## config.mk

```make
export PLATFORM = sky130hd
export DESIGN_NAME = sic_divider
export DESIGN_NICKNAME = d
export VERILOG_FILES = /design/src/sv/sic_div_cell.sv /design/src/sv/sic_divider.sv
export SDC_FILE = /design/constraint.sdc
export NUM_CORES = 2
export LEC_CHECK = 0
export BUFFER_PORTS_ARGS = -buffer_cell sky130_fd_sc_hd__buf_2
export CORE_MARGIN = 5
export CORE_UTILIZATION = 37
export CTS_BUF_LIST = sky130_fd_sc_hd__clkbuf_8 sky130_fd_sc_hd__clkbuf_16
export CTS_CLUSTER_DIAMETER = 30
export DETAILED_ROUTE_END_ITERATION = 6
export GPL_TIMING_DRIVEN = 1
export SKIP_LAST_GASP = 1
export SYNTH_ARGS = -nofsm -noshare
export SYNTH_HDL_FRONTEND = slang
export SYNTH_HIERARCHICAL = 1
export SYNTH_SLANG_ARGS = --single-unit
export TNS_END_PERCENT = 50
```

## constraint.sdc

```tcl
create_clock -name clk -period 10.2 [get_ports clk]
set_input_delay 1.02 -clock clk [delete_from_list [all_inputs] [get_ports clk]]
set_output_delay 1.02 -clock clk [all_outputs]
set_load 0.01 [all_outputs]
```

## src/sv/sic_div_cell.sv

```systemverilog
// ----------------------------------------------------------------------------
// sic_div_cell
// One restoring division step: resolves a single quotient bit per cycle.
// ----------------------------------------------------------------------------
`default_nettype none

module sic_div_cell #(
  parameter int RW    = 72,
  parameter int DVW   = 34,
  parameter int QB    = 19,
  parameter int SHIFT = 0
) (
  input  wire logic           clk,
  input  wire logic           rst,
  input  wire logic           in_valid,
  input  wire logic [RW-1:0]  rem_in,
  input  wire logic [DVW-1:0] den_in,
  input  wire logic [QB-1:0]  quo_in,
  output logic                out_valid,
  output logic [RW-1:0]       rem_out,
  output logic [DVW-1:0]      den_out,
  output logic [QB-1:0]       quo_out
);

  logic [RW:0] sub_den;
  logic [RW:0] trial;
  logic        take;

  assign sub_den = (RW+1)'(den_in) << SHIFT;
  assign trial   = {1'b0, rem_in} - sub_den;
  assign take    = ~trial[RW];

  always_ff @(posedge clk) begin
    if (rst) begin
      out_valid <= 1'b0;
    end else begin
      out_valid <= in_valid;
    end
    rem_out <= take ? trial[RW-1:0] : rem_in;
    den_out <= den_in;
    quo_out <= quo_in | (take ? (QB'(1) << SHIFT) : QB'(0));
  end

endmodule

`default_nettype wire

```

## src/sv/sic_divider.sv

```systemverilog
// ----------------------------------------------------------------------------
// sic_divider
// Chain of division cells, MSB first; takes a new word every cycle.
// ----------------------------------------------------------------------------
`default_nettype none

module sic_divider #(
  parameter int RW  = 72,
  parameter int DVW = 34,
  parameter int QB  = 19
) (
  input  wire logic           clk,
  input  wire logic           rst,
  input  wire logic           in_valid,
  input  wire logic [RW-1:0]  dividend,
  input  wire logic [DVW-1:0] divisor,
  output logic                out_valid,
  output logic [QB-1:0]       quotient,
  output logic [RW-1:0]       remainder
);

  logic           vld_c [QB+1];
  logic [RW-1:0]  rem_c [QB+1];
  logic [DVW-1:0] den_c [QB+1];
  logic [QB-1:0]  quo_c [QB+1];

  assign vld_c[0] = in_valid;
  assign rem_c[0] = dividend;
  assign den_c[0] = divisor;
  assign quo_c[0] = '0;

  for (genvar i = 0; i < QB; i++) begin : g_cell
    sic_div_cell #(
      .RW   (RW),
      .DVW  (DVW),
      .QB   (QB),
      .SHIFT(QB-1-i)
    ) u_cell (
      .clk      (clk),
      .rst      (rst),
      .in_valid (vld_c[i]),
      .rem_in   (rem_c[i]),
      .den_in   (den_c[i]),
      .quo_in   (quo_c[i]),
      .out_valid(vld_c[i+1]),
      .rem_out  (rem_c[i+1]),
      .den_out  (den_c[i+1]),
      .quo_out  (quo_c[i+1])
    );
  end

  assign out_valid = vld_c[QB];
  assign quotient  = quo_c[QB];
  assign remainder = rem_c[QB];

endmodule

`default_nettype wire
```

* After elaboration in Yosys (flattened, before gate mapping)
Cells that the tools add are included.
** Storage, ports and cells
- Logic and storage cells :: 150
- Input bits :: 109
- Bits in read-only memories :: 0
- Flip-flop bits (word level) :: 2360
- RAM bits :: 0
- Bits in latches :: 0
- Memories kept :: 0
** Operators by class
- Divide/modulo/power cells :: 0
- Add/subtract/negate cells :: 19
- $lt $le $gt $ge :: 0
- Eq/ne operators :: 0
- Reductions and logical operators :: 0
- Bitwise gates (word level) :: 18
- Multiplexer cells :: 38
- Multiply operators :: 0
- Shift operators :: 0
** Operator list (count)
- $mux W72 :: 19
- $or A19 B19 Y19 :: 18
- $sub A72 B34 Y73 :: 1
- $sub A72 B35 Y73 :: 1
- $sub A72 B36 Y73 :: 1
- $sub A72 B37 Y73 :: 1
- $sub A72 B38 Y73 :: 1
- $sub A72 B39 Y73 :: 1
- $sub A72 B40 Y73 :: 1
- $sub A72 B41 Y73 :: 1
- $sub A72 B42 Y73 :: 1
- $sub A72 B43 Y73 :: 1
- $sub A72 B44 Y73 :: 1
- $sub A72 B45 Y73 :: 1
- $sub A72 B46 Y73 :: 1
- $sub A72 B47 Y73 :: 1
- $sub A72 B48 Y73 :: 1
- $sub A72 B49 Y73 :: 1
- $sub A72 B50 Y73 :: 1
- $sub A72 B51 Y73 :: 1
- $sub A72 B52 Y73 :: 1
- $mux W19 :: 1
- $mux W18 :: 1
- $mux W17 :: 1
- 16 further kinds :: 16

* Longest topological paths before layout
- Word-level depth :: 3
- Gate-level depth with buffers :: 14

* Cells and area by module
Netlist, hierarchy kept.
** Modules (own cells, without submodules)
- sic_div_cell at g_cell[11].u_cell :: seq. area each 2522.4 µm², cells each 683, area each 6077.1 µm², instances 1
- sic_div_cell at g_cell[18].u_cell :: seq. area each 2522.4 µm², cells each 685, area each 5987.0 µm², instances 1
- sic_div_cell at g_cell[17].u_cell :: seq. area each 2522.4 µm², cells each 675, area each 5875.6 µm², instances 1
- sic_div_cell at g_cell[14].u_cell :: seq. area each 2522.4 µm², cells each 675, area each 5858.1 µm², instances 1
- sic_div_cell at g_cell[15].u_cell :: seq. area each 2522.4 µm², cells each 643, area each 5805.6 µm², instances 1
- sic_div_cell at g_cell[12].u_cell :: seq. area each 2522.4 µm², cells each 655, area each 5795.6 µm², instances 1
- sic_div_cell at g_cell[13].u_cell :: seq. area each 2522.4 µm², cells each 627, area each 5793.1 µm², instances 1
- sic_div_cell at g_cell[16].u_cell :: seq. area each 2522.4 µm², cells each 639, area each 5771.8 µm², instances 1
- sic_div_cell at g_cell[10].u_cell :: seq. area each 2522.4 µm², cells each 631, area each 5763.0 µm², instances 1
- sic_div_cell at g_cell[7].u_cell :: seq. area each 2522.4 µm², cells each 626, area each 5744.3 µm², instances 1
- sic_div_cell at g_cell[6].u_cell :: seq. area each 2522.4 µm², cells each 639, area each 5740.5 µm², instances 1
- sic_div_cell at g_cell[9].u_cell :: seq. area each 2522.4 µm², cells each 641, area each 5689.2 µm², instances 1
- sic_div_cell at g_cell[5].u_cell :: seq. area each 2522.4 µm², cells each 623, area each 5654.2 µm², instances 1
- sic_div_cell at g_cell[0].u_cell :: seq. area each 2522.4 µm², cells each 603, area each 5594.1 µm², instances 1
- +6 rows

* Worst setup path before layout
No wires, ideal clock.
- Path type :: input -> register
- From :: input dividend[18]
- To :: register g_cell[0].u_cell.rem_out[67]
- Data arrival time :: 3419 ps
- Slack :: 6709 ps
- Library setup time :: 72 ps
- Cell stages on the path :: 11
- Cells stage by stage :: inv_1 -> ha_1 -> fa_1 -> nand2b_1 -> a21oi_2 -> o21bai_4 -> a2111oi_4 -> o21ai_2 -> a211oi_4 -> and4bb_1 -> xor2_1
** Between the ends
- Longest elaborated chain between the ends :: 2
** RTL lines
- start: declaration :: line sic_divider.sv:15 : input wire logic [RW-1:0] dividend,
- $sub A72 B52 Y73 :: line sic_div_cell.sv:30 : assign trial = {1'b0, rem_in} - sub_den;
- $mux W72 :: line sic_div_cell.sv:39 : rem_out <= take ? trial[RW-1:0] : rem_in;
- end signal: assignment :: line sic_div_cell.sv:39
- end: declaration :: line sic_div_cell.sv:20 : output logic [RW-1:0] rem_out,
No other way between the ends.
A chain may end at the register's enable or synchronous reset.

* Worst setup path after layout
- From :: register g_cell[17].u_cell.rem_out[0]
- To :: register g_cell[18].u_cell.rem_out[17]
** Between the ends
- Longest elaborated chain between the ends :: 2
** RTL lines (line)
- start: declaration :: sic_div_cell.sv:20
- start signal: assignment :: sic_div_cell.sv:39
- $sub A72 B34 Y73 :: sic_div_cell.sv:30
- $mux W72 :: sic_div_cell.sv:39
- end signal: assignment :: sic_div_cell.sv:39
- end: declaration :: sic_div_cell.sv:20
No other way between the ends.

==> results.tsv <==
stage	metric	value	unit
sta	clock.fmax	223.2	MHz
detailed_routing	antenna_left	0	
detailed_routing	routed_via_density	5.016	
layout	final_cells	16660	
floorplanning	die_w	550.1	um
clock_network	clockRootBuffer	clkbuf_16	
layout	syn_to_final_growth	20.12	%
clock_network	path_clk_slew	0.05	ns
pwr	switchingPower	16.06	mW
clock_network	cts_resized	0	
sta	finalClockSkew	0.07291	ns
logic_synthesis	syn-mean-instance-area	9.026	sq um
sta	finalHoldViolations	0	
job	cap_viol_max_count	0	
sta	setup_violations	0	
place	port_buffers	200	
layout	multi_input_area	0.05577	sq mm
clock_network	htree_levels	5	
layout	drive_gt1_share	11.42	%
critical_path	cp-end-kind	register	
floorplanning	core	0.2906	sq mm
pwr	switching_share	35.77	%
global_route	gr-total-overflow	0	
sta	tightest_slew	1.243	ns
floorplanning	io_pins	201	
sta	slew_headroom	16.84	%
sta	finalCritPeriodShare	43.92	%
critical_path	crit_required	10.99	ns
pwr	pwr-share-seq	29.3	%
pwr	powerDensity	346.4	mW/mm^2
floorplanning	start_util	37.14	%
logic_synthesis	netlist_instances	11960	
sta	period_minus_slack	4.480	ns
logic_synthesis	yosysWarningCount	6	
global_route	grt_max_degree	74	
detailed_routing	routedWlPerCell	16.10	um
clock_network	worstSkewPairLatency	0.97	ns
clock_network	cts_tree	done	
detailed_routing	drt_iter0_drc	4103	
detailed_routing	route.detailed.drc	0	
detailed_routing	wirelength	268.2	mm
place	placed_cell_area	0.1122	sq mm
place	gp_congestion	0.9150	
layout	n_fill_cell	28270	
pwr	p_leak	54.56	nW
pwr	intPower	28.85	mW
detailed_routing	first_pass_iters	6	
global_route	antenna_found_initial	4	
layout	layout.nets	13080	
global_route	grt_usage	17.06	%
sta	hold_slack	0.1847	ns
logic_synthesis	syn-cell-area	0.1079	sq mm
clock_network	cts_made_buffers	482	
floorplanning	row_count	198	
place	dp_hpwl	207.8	mm
pwr	peakVddDrop	0.1838	mV
detailed_routing	num_vias	83560	
layout	fin_area	0.1296	sq mm
pwr	comb_power_share	35.1	%
status	status	finished, final reports clean	
clock_network	cts_hold_buf	0	
sta	tns	0	ns
critical_path	cp.arrival	5.27	ns
global_route	grt_pass1_wl	428.1	mm
place	dp.cells	15720	
sta	rsz0062_at_grt	false	
critical_path	path_max_fanout	57	
layout	seqCellArea	0.04725	sq mm
floorplanning	die_h	550.1	um
hold_path	hold_path_class	in -> reg	
clock_network	clock_sinks	2360	
sta	finalMaxSlewViolations	0	
floorplanning	die_area	0.3026	sq mm
pwr	power_frac_clock	35.6	%
pwr	p_total	44.91	mW
critical_path	critPathKind	reg -> reg	
critical_path	start_kind	register	
clock_network	post_cts_buffers	0	
clock_network	clockBufferDepth	4	
global_route	first_global_vias	84710	
==> final timing paths <==
check,start,to,slack (ns),cells after the start
max,g_cell[17].u_cell/rem_out[0],g_cell[18].u_cell/rem_out[17],5.72,11
min,dividend[2],g_cell[0].u_cell/rem_out[2],0.18,1
min reg2reg,g_cell[8].u_cell/quo_out[17],g_cell[9].u_cell/quo_out[17],0.28,0
max reg2reg,g_cell[17].u_cell/rem_out[0],g_cell[18].u_cell/rem_out[17],5.72,11
==> metrics by stage <==
step | utilization [%] | worst slack [ns]
global route | 44.61 | 5.665
global placement | 38.61 | 5.892
detailed placement | 38.61 | 5.822
finish | 44.61 | 5.720
floorplan | - | 6.709
CTS | 44.58 | 5.796
==> flip-flops by register name (all words and copies together), names as in the netlist <==
register                 count
g_cell.u_cell/quo_out      361
g_cell.u_cell/den_out      612
g_cell.u_cell/out_valid     19
g_cell.u_cell/rem_out     1368
==> cell usage in the layout, fill, tap and decap left out, drive strengths merged, types with 66 or more instances in the layout <==
cell         n
nand3      225
xor2       514
o31ai       66
a211oi      72
o21ai      709
nor4       186
clkinv     132
a31oi       92
nand2     1038
a21o       246
nor2       947
o21a        91
nand2b     123
clkbuf     553
xnor2      590
nor2b       83
and3        75
o211ai      86
dfxtp     2360
nand4      253
inv        890
or4         85
nor3       302
buf        234
ha         646
or3        130
o21bai      82
a21oi     1031
clkinvlp    77
==> critical path, stage by stage, from the launching register on <==
cell	delay, ns
dfxtp_1	0.33
inv_1	0.05
ha_1	0.21
fa_1	0.41
nand2b_1	0.18
a21oi_1	0.34
o211ai_1	0.28
a2111oi_1	1.01
o21a_1	0.27
or2_2	0.31
buf_4	0.52
mux2_2	0.40
==> cell type report <==
| type | instances | area share [%] |
|---|---|---|
| Tap cell | 3900 | 3.764 |
| Timing Repair Buffer | 234 | 0.9691 |
| Clock inverter | 353 | 3.294 |
| Clock buffer | 553 | 10.08 |
| Multi-Input combinational cell | 8412 | 43.02 |
| Inverter | 811 | 2.348 |
| Antenna cell | 36 | 0.06950 |
| Sequential cell | 2360 | 36.45 |
==> metal layers <==
layer | vias to the layer above | routed length [um] | share of wire, % | GRT usage, %
met5 | - | 0 | 0 | 0
met4 | 0 | 18730 | 7.0 | 11.49
met3 | 902 | 9619 | 3.6 | 2.272
met2 | 2059 | 137400 | 51 | 32.31
met1 | 37870 | 102400 | 38 | 17.34
li1 | 42730 | - | - | -
==> power by group through the flow <==
stage | Combinational [mW] | Clock [mW] | Sequential (mW)
4_1_cts | 15.7 | 16.4 | 13.1
5_1_grt | 17.5 | 16.9 | 13.4
2_1_floorplan | 12.1 | 0 | 12.8
3_3_place_gp | 15.6 | 0 | 13.3
3_5_place_dp | 15.6 | 0 | 13.3
6_report | 15.8 | 16.0 | 13.1
Note: power is estimated with default switching activity, not from simulation.
